**src/rtl/abb_pkg.sv**
```systemverilog
// Shared types, constants and the divide-by-255 helper for the alpha blit blender.
// No dependencies; used by every module under rtl/ except abb_fifo.
`default_nettype none

package abb_pkg;

  // Configuration register layout
  localparam int unsigned RegW  = 13;
  localparam int unsigned CfgIdxW = 3;

  localparam logic [CfgIdxW-1:0] REG_FB_WIDTH     = 3'd0;
  localparam logic [CfgIdxW-1:0] REG_FB_HEIGHT    = 3'd1;
  localparam logic [CfgIdxW-1:0] REG_ORIGIN_X     = 3'd2;
  localparam logic [CfgIdxW-1:0] REG_ORIGIN_Y     = 3'd3;
  localparam logic [CfgIdxW-1:0] REG_BITMAP_WIDTH = 3'd4;

  localparam logic [RegW-1:0] FB_WIDTH_RST     = 13'd640;
  localparam logic [RegW-1:0] FB_HEIGHT_RST    = 13'd480;
  localparam logic [RegW-1:0] ORIGIN_X_RST     = 13'd0;
  localparam logic [RegW-1:0] ORIGIN_Y_RST     = 13'd0;
  localparam logic [RegW-1:0] BITMAP_WIDTH_RST = 13'd1;

  localparam int unsigned COORD_BITS = 12;
  localparam int unsigned PixW       = 32;
  localparam int unsigned QueueDepth = 2;

  localparam logic [7:0] ALPHA_OPAQUE = 8'hFF;
  localparam logic [7:0] ALPHA_CLEAR  = 8'h00;

  // Per-pixel decision made by the front end
  typedef struct packed {
    logic wr;      // pixel lands on screen and is not fully transparent
    logic opaque;  // alpha is 0xFF: source passes through unchanged
  } cls_t;

  // Exact floor(x/255) for x <= 65025
  function automatic logic [7:0] div255(input logic [15:0] x);
    logic [15:0] t;
    t = x + {8'd0, x[15:8]} + 16'd1;
    return t[15:8];
  endfunction

endpackage

`default_nettype wire

```
**src/rtl/alpha_blit_blender.sv**
```systemverilog
// Top level of the ARGB8888 source-over alpha blit: front end, queue and blend back end.
// Depends on abb_pkg, abb_front, abb_fifo and abb_back.
//
//   channel   direction  handshake                 payload
//   s_axis    in         s_axis_tvalid/tready      tdata: src, dst; tlast: end of bitmap
//   m_axis    out        m_axis_tvalid/tready      tdata: x, y, pixel; tuser: write enable
//   cfg       in         cfg_valid_i/cfg_ready_o   cfg_index_i, cfg_data_i (always ready)
//
// One pixel per clock sustained while the output is not stalled; each result passes
// through the queue entry written at the input transfer, then the multiply-accumulate
// stage, then the divide-by-255 output register.
// rst_ni clears counters, queue and pipeline valids and loads default registers.
// Output stalls back up through the pipeline into the queue; the input stalls only when
// the queue is full.
`default_nettype none

module alpha_blit_blender #(
  parameter int unsigned CoordBits = abb_pkg::COORD_BITS,
  localparam int unsigned OutDataW = ((2 * CoordBits + 32 + 7) / 8) * 8
) (
  input  wire logic                         clk_i,
  input  wire logic                         rst_ni,
  input  wire logic                         cfg_valid_i,
  output logic                              cfg_ready_o,
  input  wire logic [abb_pkg::CfgIdxW-1:0]  cfg_index_i,
  input  wire logic [abb_pkg::RegW-1:0]     cfg_data_i,
  input  wire logic                         s_axis_tvalid,
  output logic                              s_axis_tready,
  input  wire logic [63:0]                  s_axis_tdata,  // src_pixel, dst_pixel
  input  wire logic                         s_axis_tlast,  // end_of_bitmap
  output logic                              m_axis_tvalid,
  input  wire logic                         m_axis_tready,
  output logic [OutDataW-1:0]               m_axis_tdata,  // pixel_x, pixel_y, pixel_value, pad
  output logic                              m_axis_tuser   // write_enable
);

  localparam int unsigned QW = 2 + 2 * CoordBits + 64;

  abb_pkg::cls_t        f_cls, q_cls;
  logic [CoordBits-1:0] f_x, f_y, q_x, q_y, o_x, o_y;
  logic [31:0]          q_src, q_dst, o_pixel;
  logic                 q_valid, q_ready;
  logic [QW-1:0]        q_in, q_out;

  abb_front #(.CoordBits(CoordBits)) u_front (
    .clk_i       (clk_i),
    .rst_ni      (rst_ni),
    .cfg_valid_i (cfg_valid_i),
    .cfg_ready_o (cfg_ready_o),
    .cfg_index_i (cfg_index_i),
    .cfg_data_i  (cfg_data_i),
    .in_valid_i  (s_axis_tvalid),
    .in_ready_i  (s_axis_tready),
    .alpha_i     (s_axis_tdata[31:24]),
    .last_i      (s_axis_tlast),
    .cls_o       (f_cls),
    .x_o         (f_x),
    .y_o         (f_y)
  );

  assign q_in = {f_cls, f_x, f_y, s_axis_tdata};

  abb_fifo #(.Width(QW), .Depth(abb_pkg::QueueDepth)) u_queue (
    .clk_i        (clk_i),
    .rst_ni       (rst_ni),
    .push_valid_i (s_axis_tvalid),
    .push_ready_o (s_axis_tready),
    .push_data_i  (q_in),
    .pop_valid_o  (q_valid),
    .pop_ready_i  (q_ready),
    .pop_data_o   (q_out)
  );

  assign {q_cls, q_x, q_y, q_dst, q_src} = q_out;

  abb_back #(.CoordBits(CoordBits)) u_back (
    .clk_i       (clk_i),
    .rst_ni      (rst_ni),
    .in_valid_i  (q_valid),
    .in_ready_o  (q_ready),
    .in_cls_i    (q_cls),
    .in_x_i      (q_x),
    .in_y_i      (q_y),
    .in_src_i    (q_src),
    .in_dst_i    (q_dst),
    .out_valid_o (m_axis_tvalid),
    .out_ready_i (m_axis_tready),
    .out_we_o    (m_axis_tuser),
    .out_x_o     (o_x),
    .out_y_o     (o_y),
    .out_pixel_o (o_pixel)
  );

  // zero padding up to whole bytes
  assign m_axis_tdata = OutDataW'({o_pixel, o_y, o_x});

endmodule

`default_nettype wire

```
**src/rtl/abb_fifo.sv**
```systemverilog
// Small first-in first-out queue between the classifying front end and the blend back end.
// Depends on nothing; width and depth come from the instantiating module.
`default_nettype none

module abb_fifo #(
  parameter int unsigned Width = 8,
  parameter int unsigned Depth = 2
) (
  input  wire logic             clk_i,
  input  wire logic             rst_ni,
  input  wire logic             push_valid_i,
  output logic                  push_ready_o,
  input  wire logic [Width-1:0] push_data_i,
  output logic                  pop_valid_o,
  input  wire logic             pop_ready_i,
  output logic [Width-1:0]      pop_data_o
);

  localparam int unsigned PtrW = (Depth > 1) ? $clog2(Depth) : 1;
  localparam int unsigned CntW = $clog2(Depth + 1);

  logic [Width-1:0] mem_q [Depth];
  logic [PtrW-1:0]  wr_ptr_q, wr_ptr_d, rd_ptr_q, rd_ptr_d;
  logic [CntW-1:0]  count_q, count_d;
  logic             push, pop;

  assign push_ready_o = (count_q != CntW'(Depth));
  assign pop_valid_o  = (count_q != '0);
  assign pop_data_o   = mem_q[rd_ptr_q];
  assign push         = push_valid_i && push_ready_o;
  assign pop          = pop_valid_o && pop_ready_i;

  always_comb begin
    wr_ptr_d = wr_ptr_q;
    rd_ptr_d = rd_ptr_q;
    count_d  = count_q;
    if (push) begin
      wr_ptr_d = (wr_ptr_q == PtrW'(Depth - 1)) ? '0 : wr_ptr_q + PtrW'(1);
    end
    if (pop) begin
      rd_ptr_d = (rd_ptr_q == PtrW'(Depth - 1)) ? '0 : rd_ptr_q + PtrW'(1);
    end
    if (push && !pop) begin
      count_d = count_q + CntW'(1);
    end else if (pop && !push) begin
      count_d = count_q - CntW'(1);
    end
  end

  always_ff @(posedge clk_i or negedge rst_ni) begin
    if (!rst_ni) begin
      wr_ptr_q <= '0;
      rd_ptr_q <= '0;
      count_q  <= '0;
    end else begin
      wr_ptr_q <= wr_ptr_d;
      rd_ptr_q <= rd_ptr_d;
      count_q  <= count_d;
    end
  end

  always_ff @(posedge clk_i) begin
    if (push) begin
      mem_q[wr_ptr_q] <= push_data_i;
    end
  end

endmodule

`default_nettype wire

```
**src/rtl/abb_front.sv**
```systemverilog
// Front end: configuration registers, bitmap position counters, target coordinate and clipping.
// Depends on abb_pkg.
`default_nettype none

module abb_front #(
  parameter int unsigned CoordBits = abb_pkg::COORD_BITS
) (
  input  wire logic                         clk_i,
  input  wire logic                         rst_ni,
  input  wire logic                         cfg_valid_i,
  output logic                              cfg_ready_o,
  input  wire logic [abb_pkg::CfgIdxW-1:0]  cfg_index_i,
  input  wire logic [abb_pkg::RegW-1:0]     cfg_data_i,
  input  wire logic                         in_valid_i,
  input  wire logic                         in_ready_i,   // queue has room
  input  wire logic [7:0]                   alpha_i,
  input  wire logic                         last_i,
  output abb_pkg::cls_t                     cls_o,
  output logic [CoordBits-1:0]              x_o,
  output logic [CoordBits-1:0]              y_o
);

  localparam int unsigned RegW = abb_pkg::RegW;
  localparam int unsigned MaxW = (CoordBits > RegW) ? CoordBits : RegW;
  localparam int unsigned TW   = MaxW + 2;  // signed target coordinate
  localparam int unsigned UW   = TW - 1;    // magnitude once known non-negative

  logic [RegW-1:0]      fb_width_q, fb_height_q, origin_x_q, origin_y_q, bitmap_width_q;
  logic [CoordBits-1:0] col_q, col_d, row_q, row_d, col_inc;
  logic signed [TW-1:0] tx, ty;
  logic                 on_x, on_y, accept;

  assign cfg_ready_o = 1'b1;
  assign accept      = in_valid_i && in_ready_i;

  always_ff @(posedge clk_i or negedge rst_ni) begin
    if (!rst_ni) begin
      fb_width_q     <= abb_pkg::FB_WIDTH_RST;
      fb_height_q    <= abb_pkg::FB_HEIGHT_RST;
      origin_x_q     <= abb_pkg::ORIGIN_X_RST;
      origin_y_q     <= abb_pkg::ORIGIN_Y_RST;
      bitmap_width_q <= abb_pkg::BITMAP_WIDTH_RST;
    end else if (cfg_valid_i) begin
      case (cfg_index_i)
        abb_pkg::REG_FB_WIDTH:     fb_width_q     <= cfg_data_i;
        abb_pkg::REG_FB_HEIGHT:    fb_height_q    <= cfg_data_i;
        abb_pkg::REG_ORIGIN_X:     origin_x_q     <= cfg_data_i;
        abb_pkg::REG_ORIGIN_Y:     origin_y_q     <= cfg_data_i;
        abb_pkg::REG_BITMAP_WIDTH: bitmap_width_q <= cfg_data_i;
        default: ;
      endcase
    end
  end

  // origin is 13-bit two's complement, counters unsigned
  assign tx = TW'($signed(origin_x_q)) + $signed(TW'(col_q));
  assign ty = TW'($signed(origin_y_q)) + $signed(TW'(row_q));

  assign on_x = !tx[TW-1] && (tx[UW-1:0] < UW'(fb_width_q))
                && (tx[UW-1:0] <= UW'({CoordBits{1'b1}}));
  assign on_y = !ty[TW-1] && (ty[UW-1:0] < UW'(fb_height_q))
                && (ty[UW-1:0] <= UW'({CoordBits{1'b1}}));

  assign cls_o.wr     = (alpha_i != abb_pkg::ALPHA_CLEAR) && on_x && on_y;
  assign cls_o.opaque = (alpha_i == abb_pkg::ALPHA_OPAQUE);
  assign x_o          = tx[CoordBits-1:0];
  assign y_o          = ty[CoordBits-1:0];

  assign col_inc = col_q + CoordBits'(1);

  always_comb begin
    col_d = col_q;
    row_d = row_q;
    if (accept) begin
      if (last_i) begin
        col_d = '0;
        row_d = '0;
      end else if (col_inc == '0 || MaxW'(col_inc) >= MaxW'(bitmap_width_q)) begin
        // row wrap; a zero width behaves as width one
        col_d = '0;
        row_d = row_q + CoordBits'(1);
      end else begin
        col_d = col_inc;
      end
    end
  end

  always_ff @(posedge clk_i or negedge rst_ni) begin
    if (!rst_ni) begin
      col_q <= '0;
      row_q <= '0;
    end else begin
      col_q <= col_d;
      row_q <= row_d;
    end
  end

endmodule

`default_nettype wire

```
**src/rtl/abb_back.sv**
```systemverilog
// Back end: per-channel multiply-accumulate stage, then divide by 255 into the output register.
// Depends on abb_pkg.
`default_nettype none

module abb_back #(
  parameter int unsigned CoordBits = abb_pkg::COORD_BITS
) (
  input  wire logic                  clk_i,
  input  wire logic                  rst_ni,
  input  wire logic                  in_valid_i,
  output logic                       in_ready_o,
  input  wire abb_pkg::cls_t         in_cls_i,
  input  wire logic [CoordBits-1:0]  in_x_i,
  input  wire logic [CoordBits-1:0]  in_y_i,
  input  wire logic [31:0]           in_src_i,
  input  wire logic [31:0]           in_dst_i,
  output logic                       out_valid_o,
  input  wire logic                  out_ready_i,
  output logic                       out_we_o,
  output logic [CoordBits-1:0]       out_x_o,
  output logic [CoordBits-1:0]       out_y_o,
  output logic [31:0]                out_pixel_o
);

  logic                 s1_valid_q, out_valid_q;
  logic                 en1, en2;
  abb_pkg::cls_t        s1_cls_q;
  logic [CoordBits-1:0] s1_x_q, s1_y_q, out_x_q, out_y_q;
  logic [31:0]          s1_src_q, out_pixel_q, pixel_d;
  logic [15:0]          sum_d [3];
  logic [15:0]          sum_q [3];
  logic                 out_we_q;
  logic [7:0]           alpha, alpha_inv;

  assign en2        = !out_valid_q || out_ready_i;
  assign en1        = !s1_valid_q || en2;
  assign in_ready_o = en1;

  assign alpha     = in_src_i[31:24];
  assign alpha_inv = 8'd255 - alpha;

  // channel 0 blue, 1 green, 2 red
  always_comb begin
    for (int c = 0; c < 3; c++) begin
      sum_d[c] = 16'(in_src_i[8*c +: 8]) * 16'(alpha)
               + 16'(in_dst_i[8*c +: 8]) * 16'(alpha_inv);
    end
  end

  always_comb begin
    pixel_d = '0;
    if (s1_cls_q.wr) begin
      if (s1_cls_q.opaque) begin
        pixel_d = s1_src_q;
      end else begin
        pixel_d = {abb_pkg::ALPHA_OPAQUE, abb_pkg::div255(sum_q[2]),
                   abb_pkg::div255(sum_q[1]), abb_pkg::div255(sum_q[0])};
      end
    end
  end

  always_ff @(posedge clk_i or negedge rst_ni) begin
    if (!rst_ni) begin
      s1_valid_q  <= 1'b0;
      out_valid_q <= 1'b0;
    end else begin
      if (en1) begin
        s1_valid_q <= in_valid_i;
      end
      if (en2) begin
        out_valid_q <= s1_valid_q;
      end
    end
  end

  always_ff @(posedge clk_i) begin
    if (en1 && in_valid_i) begin
      s1_cls_q <= in_cls_i;
      s1_x_q   <= in_x_i;
      s1_y_q   <= in_y_i;
      s1_src_q <= in_src_i;
      for (int c = 0; c < 3; c++) begin
        sum_q[c] <= sum_d[c];
      end
    end
    if (en2 && s1_valid_q) begin
      out_we_q    <= s1_cls_q.wr;
      out_x_q     <= s1_cls_q.wr ? s1_x_q : '0;
      out_y_q     <= s1_cls_q.wr ? s1_y_q : '0;
      out_pixel_q <= pixel_d;
    end
  end

  assign out_valid_o = out_valid_q;
  assign out_we_o    = out_we_q;
  assign out_x_o     = out_x_q;
  assign out_y_o     = out_y_q;
  assign out_pixel_o = out_pixel_q;

endmodule

`default_nettype wire

```
**config.mk**
```make
export PLATFORM = sky130hd
export DESIGN_NAME = alpha_blit_blender
export DESIGN_NICKNAME = d
export VERILOG_FILES = /design/src/rtl/abb_pkg.sv /design/src/rtl/alpha_blit_blender.sv /design/src/rtl/abb_fifo.sv /design/src/rtl/abb_front.sv /design/src/rtl/abb_back.sv
export SDC_FILE = /design/constraint.sdc
export NUM_CORES = 1
export LEC_CHECK = 0
export BUFFER_PORTS_ARGS = -buffer_cell sky130_fd_sc_hd__buf_2
export CAP_MARGIN = 20
export CORE_ASPECT_RATIO = 0.7
export CORE_MARGIN = 5
export CORE_UTILIZATION = 70
export CTS_BUF_LIST = sky130_fd_sc_hd__clkbuf_8
export CTS_CLUSTER_DIAMETER = 50
export DETAILED_ROUTE_END_ITERATION = 6
export PLACE_DENSITY = 0.95
export SETUP_SLACK_MARGIN = 0.3
export SYNTH_ARGS = -nofsm -noshare
export SYNTH_HDL_FRONTEND = slang
export SYNTH_HIERARCHICAL = 1
export SYNTH_SLANG_ARGS = --single-unit
```
**constraint.sdc**
```tcl
create_clock -name clk_i -period 17.6 [get_ports clk_i]
set_input_delay 0.88 -clock clk_i [delete_from_list [all_inputs] [get_ports clk_i]]
set_output_delay 0.88 -clock clk_i [all_outputs]
set_load 0.1 [all_outputs]
```
Word level (Yosys, flattened, before mapping) --
Memories as Yosys holds them, arrays and structs flattened. Cells that the tools add are included.
Word-level totals: bits in writable memories 228, bits in registers 210, memories kept 2, bits of input ports 86
Cells by class: $mul 6, reductions and logical operators 32, muxes and demuxes 13, $add $sub $neg 18, order comparisons 5, equality and inequality tests 6
Memories:
- u_queue.mem_q | depth 2, width 90, read ports 1, clocked after Yosys merged registers in 0, write ports 1, line abb_fifo.sv:22 | logic [Width-1:0] mem_q [Depth];
- u_back.sum_q | depth 3, width 16, read ports 3, clocked after Yosys merged registers in 0, write ports 3, line abb_back.sv:31 | logic [15:0] sum_q [3];
Operator list (count):
- $mul A8 B8 Y16 | 6
- $add A16 B1 Y16 const B | 3
- $add A16 B16 Y16 | 3
- $add A16 B8 Y16 | 3
- $mux W12 | 4
- $mux W32 | 1
- $add A13 B13 Y14 | 2
- $le A14 B12 Y1 const B | 2
- $lt A14 B13 Y1 | 2
- $add A12 B1 Y12 const B | 2
- $ge A12 B13 Y1 | 1
- $logic_not A12 Y1 | 1
- $reduce_and A2 Y1 | 6
- $logic_and A1 B1 Y1 | 11
- $eq A8 B8 Y1 const B | 1
- $reduce_bool A8 Y1 | 1
- $sub A8 B8 Y8 const A | 1
- $eq A3 B2 Y1 const B | 2
- $logic_not A1 Y1 | 6
- $mux W1 | 6
- $reduce_bool A2 Y1 | 3
- $mux W2 | 2
- $eq A3 B1 Y1 const B | 1
- $eq A3 B3 Y1 const B | 1
- 6 further kinds | 9

Logic depth before layout (Yosys ltp) --
depth in word-level cells 7, mapped depth 25, mapped depth without buffers 21

Hierarchy --
The synthesis kept the hierarchy.
By module, submodules not included:
- abb_back | times used 1, cells an instance 1903, area an instance 19732.7 sq um, seq. area each 4944.7 sq um
- abb_fifo | times used 1, cells an instance 298, area an instance 7138.1 sq um, seq. area each 5505.3 sq um
- abb_front | times used 1, cells an instance 592, area an instance 5689.2 sq um, seq. area each 2235.9 sq um

Worst setup path after synthesis --
Ideal clock, no wire load.
kind reg2reg, start point register u_queue.rd_ptr_q, end point memory u_back.sum_q[2][15] (netlist: u_back/sum_q[0][47]), data pin, cell stages (with the launch flop) 24, buffers on the path 4, arrival 6.125 ns, clock period less this slack 6.385 ns, path slack 11.215 ns, cells stage by stage dfrtp_1 > buf_6 > buf_12 > mux2_4 > clkbuf_1 > clkbuf_1 > and2_1 > fa_1 > inv_1 > fa_1 > inv_1 > fa_1 > fa_1 > fa_1 > inv_1 > fa_1 > inv_1 > ha_1 > and2_1 > a22o_1 > a311oi_2 > o21ai_1 > a21oi_1 > xnor2_1
RTL lines:
- start: declaration | line abb_fifo.sv:23 | logic [PtrW-1:0] wr_ptr_q, wr_ptr_d, rd_ptr_q, rd_ptr_d;
- start signal: assignment | line abb_fifo.sv:57 | rd_ptr_q <= rd_ptr_d;
- end: declaration | line abb_back.sv:31

==> results_tabular.tex <==
\begin{tabular}{lr}
\hline
Metric & Value \\
\hline
\multicolumn{2}{l}{\textbf{STA}} \\
\quad F\_max & 0.1292 GHz \\
\quad Slew @ Worst Pin & 1078 ps \\
\quad Ratio of final minimum period to clock period & 43.96\% \\
\quad Final total negative setup slack & 0 ps \\
\quad Relative slew margins & 28.05\% \\
\quad RSZ-0062 raised after global routing & false \\
\quad Clock tree skew after final layout & 43.81 ps \\
\quad Final critical delay including setup and external delays & 7737 ps \\
\quad Worst path setup slack after routing & 9863 ps \\
\quad Pins Over Slew Limit & 0 \\
\quad Final number of hold-violating endpoints & 0 \\
\quad Final setup violation count & 0 \\
\multicolumn{2}{l}{\textbf{Place}} \\
\quad Pre-CTS worst setup slack & 10120 ps \\
\quad Buffers on Ports & 136 \\
\quad Final HPWL from detailed placement & 54860 um \\
\quad Count of placed standard cells including taps & 3442 \\
\quad GPL Wtd Cong & 0.9132 \\
\multicolumn{2}{l}{\textbf{Clock tree}} \\
\quad Buffers inserted during post-CTS setup optimization & 0 \\
\quad CTS tree & built \\
\quad Number of hold buffers added after CTS & 0 \\
\quad Clock edge transition at the registers on the reported setup and hold paths & 60 ps \\
\quad Insertion delay of the later-clocked pin in the worst-skew pair & 670 ps \\
\quad Maximum count of clock buffers along a single path & 3 \\
\quad Root Buffer Master & clkbuf\_8 \\
\quad CTS H-tree depth & 3 \\
\quad Total clock buffers created by CTS & 67 \\
\quad Post-CTS sizing & 0 \\
\quad Sinks on the clock net & 422 \\
\multicolumn{2}{l}{\textbf{Cells and area}} \\
\quad Fraction of layout instances using a drive strength above 1 & 12.78\% \\
\quad Utilization after layout & 75.96\% \\
\quad P\&R area growth vs syn & 7.286\% \\
\quad Number of standard cells in the layout, taps in and fillers out & 3561 \\
\quad Number of nets in the layout & 3557 \\
\multicolumn{2}{l}{\textbf{Detailed routing}} \\
\quad Detailed-route vias per instance & 6.091 \\
\quad Total number of vias & 21690 \\
\quad Iteration-0 DRC Markers & 2343 \\
\quad DRC & 0 \\
\quad Detailed Routing Iterations Pass 1 & 6 \\
\quad Final routed wirelength across all metal layers & 76900 um \\
\quad Number of antenna-violating nets in the routed design & 0 \\
\quad Routed WL per cell & 21.60 um \\
\multicolumn{2}{l}{\textbf{Job}} \\
\quad Number of max-cap violations & 0 \\
\multicolumn{2}{l}{\textbf{Critical path}} \\
\quad Type of the worst setup path & reg2reg \\
\quad Worst path required time & 17980 ps \\
\quad Worst setup startpoint & u\_queue/rd\_ptr\_q\$\_DFFE\_PN0P\_ \\
\quad Crit Path Max Fanout & 43 \\
\quad Category of the worst setup path launch point & register \\
\quad Capturing element type of the critical path & register \\
\quad Startpoint of the worst-slack reg-to-reg timing path & u\_queue/rd\_ptr\_q\$\_DFFE\_PN0P\_ \\
\quad Arrival time at the worst endpoint & 8120 ps \\
\multicolumn{2}{l}{\textbf{Global routing}} \\
\quad Maximum number of pins on one net before global-route repair & 60 \\
\quad Number of global-route vias before repair & 23110 \\
\quad Remaining global-route overflow & 0 \\
\quad Number of antenna violations at the first check in global routing & 3 \\
\quad GRT Util Overall & 30.87\% \\
\quad Global-route wire length before repair & 121600 um \\
\multicolumn{2}{l}{\textbf{Synthesis}} \\
\quad Cells after synthesis & 2769 \\
\quad Mapped Area & 31960 um2 \\
\quad Mean Syn Cell Area & 11.54 um2 \\
\quad Synth warn & 6 \\
\multicolumn{2}{l}{\textbf{Floorplanning}} \\
\quad Number of rows created at floorplan & 65 \\
\quad Count of pins on the block boundary & 146 \\
\quad Core ar. & 45140 um2 \\
\quad Die area & 50100 um2 \\
\quad Die Width & 265.4 um \\
\quad Die height & 188.8 um \\
\quad Initial core utilization & 70.81\% \\
\multicolumn{2}{l}{\textbf{Min path}} \\
\quad Type of the tightest min-delay check & in2async \\
\multicolumn{2}{l}{\textbf{Outcome}} \\
\quad Status & finished clean \\
\hline
\end{tabular}
-- registers in the layout, summed over array words and instances (netlist names), 2 cells and up --
| register | count |
|---|---|
| u_back/out_pixel_o | 32 |
| u_back/s1_cls_q | 2 |
| u_back/sum_q | 48 |
| u_queue/mem_q | 164 |
| u_front/fb_width_q | 13 |
| u_front/origin_x_q | 13 |
| u_front/fb_height_q | 13 |
| u_queue/count_q | 2 |
| u_back/s1_x_q | 12 |
| u_front/row_q | 12 |
| u_front/bitmap_width_q | 13 |
| u_back/out_y_o | 12 |
| u_back/s1_y_q | 12 |
| u_front/col_q | 12 |
| u_front/origin_y_q | 13 |
| u_back/out_x_o | 12 |
| u_back/s1_src_q | 32 |
-- worst max-delay path: stages, from the launching register on --
cell and delay [ps]:
dfrtp_4 960, buf_4 840, mux2_4 410, nand2_1 120, fa_1 560, fa_1 540
fa_1 530, inv_1 50, fa_1 470, fa_1 560, inv_1 70, fa_1 560
inv_1 60, ha_1 380, o21ai_0 180, o21ai_0 260, a31oi_1 250, o31ai_1 350
a21oi_1 130, xnor2_1 140
-- path summary, 6_finish.rpt --
check / to / slack, ps / depth (start not counted)
max in group asynchronous: u_queue/rd_ptr_q$_DFFE_PN0P_ / 16170 / 2
max reg2reg: u_back/sum_q[0][30]$_DFFE_PP_ / 9860 / 19
min reg2reg: u_back/out_valid_o$_DFFE_PN0P_ / 500 / 1
min in group clk_i: u_queue/mem_q[0][5]$_DFFE_PP_ / 400 / 1
min: u_front/col_q[2]$_DFFE_PN0P_ / 200 / 1
max: u_back/sum_q[0][30]$_DFFE_PP_ / 9860 / 19
-- layout by cell type (no fill, tap or decap), types with 7 or more instances in the layout --
cell type and count:
buf_4 11, o21a_1 19, nand3_1 31, nand4_1 10, nor2_1 58, xor2_1 31
edfxtp_1 327, nor4_1 9, o31ai_1 8, o211ai_1 11, a211oi_1 13, mux2_2 34
o21ai_0 98, o21bai_1 9, nor3_1 19, dfrtp_1 87, and2_1 134, clkbuf_8 71
dfstp_2 7, xnor2_1 78, fa_1 290, clkinv_1 7, nand2_1 176, ha_1 270
nand2b_1 79, nor2b_1 136, a21o_1 20, and3_1 10, buf_2 135, mux2_4 81
a32o_1 7, inv_1 496, a21oi_1 74
-- cell type report --
| type | instances | area (um2) |
|---|---|---|
| fill | 2617 | 10850 |
| tap | 603 | 754.5 |
| timing repair buffer | 148 | 780.7 |
| inverter | 473 | 1775 |
| multi-input combinational | 1799 | 17560 |
| clock inverter | 44 | 231.5 |
| antenna | 1 | 2.502 |
| sequential | 422 | 12210 |
| clock buffer | 71 | 977.2 |
-- stage by stage --
| step | area [um2] | hold WS, ps |
|---|---|---|
| finish | 34290 | 200.1 |
| global route | 34290 | 202.6 |
| CTS | 34260 | 180.5 |
| detailed placement | 33050 | 485.0 |
| global placement | 33050 | 458.3 |
| floorplan | 31970 | 449.0 |
-- layer usage --
metal / routed length (um) / track usage (%)
met5: 15 / 0
met4: 2098 / 9.668
met3: 9159 / 8.197
met2: 35730 / 48.25
met1: 29900 / 43.09
Power is left out: the tool's default activity adds up to more than one toggle a clock period on the data nets, which glitch-free logic cannot reach.
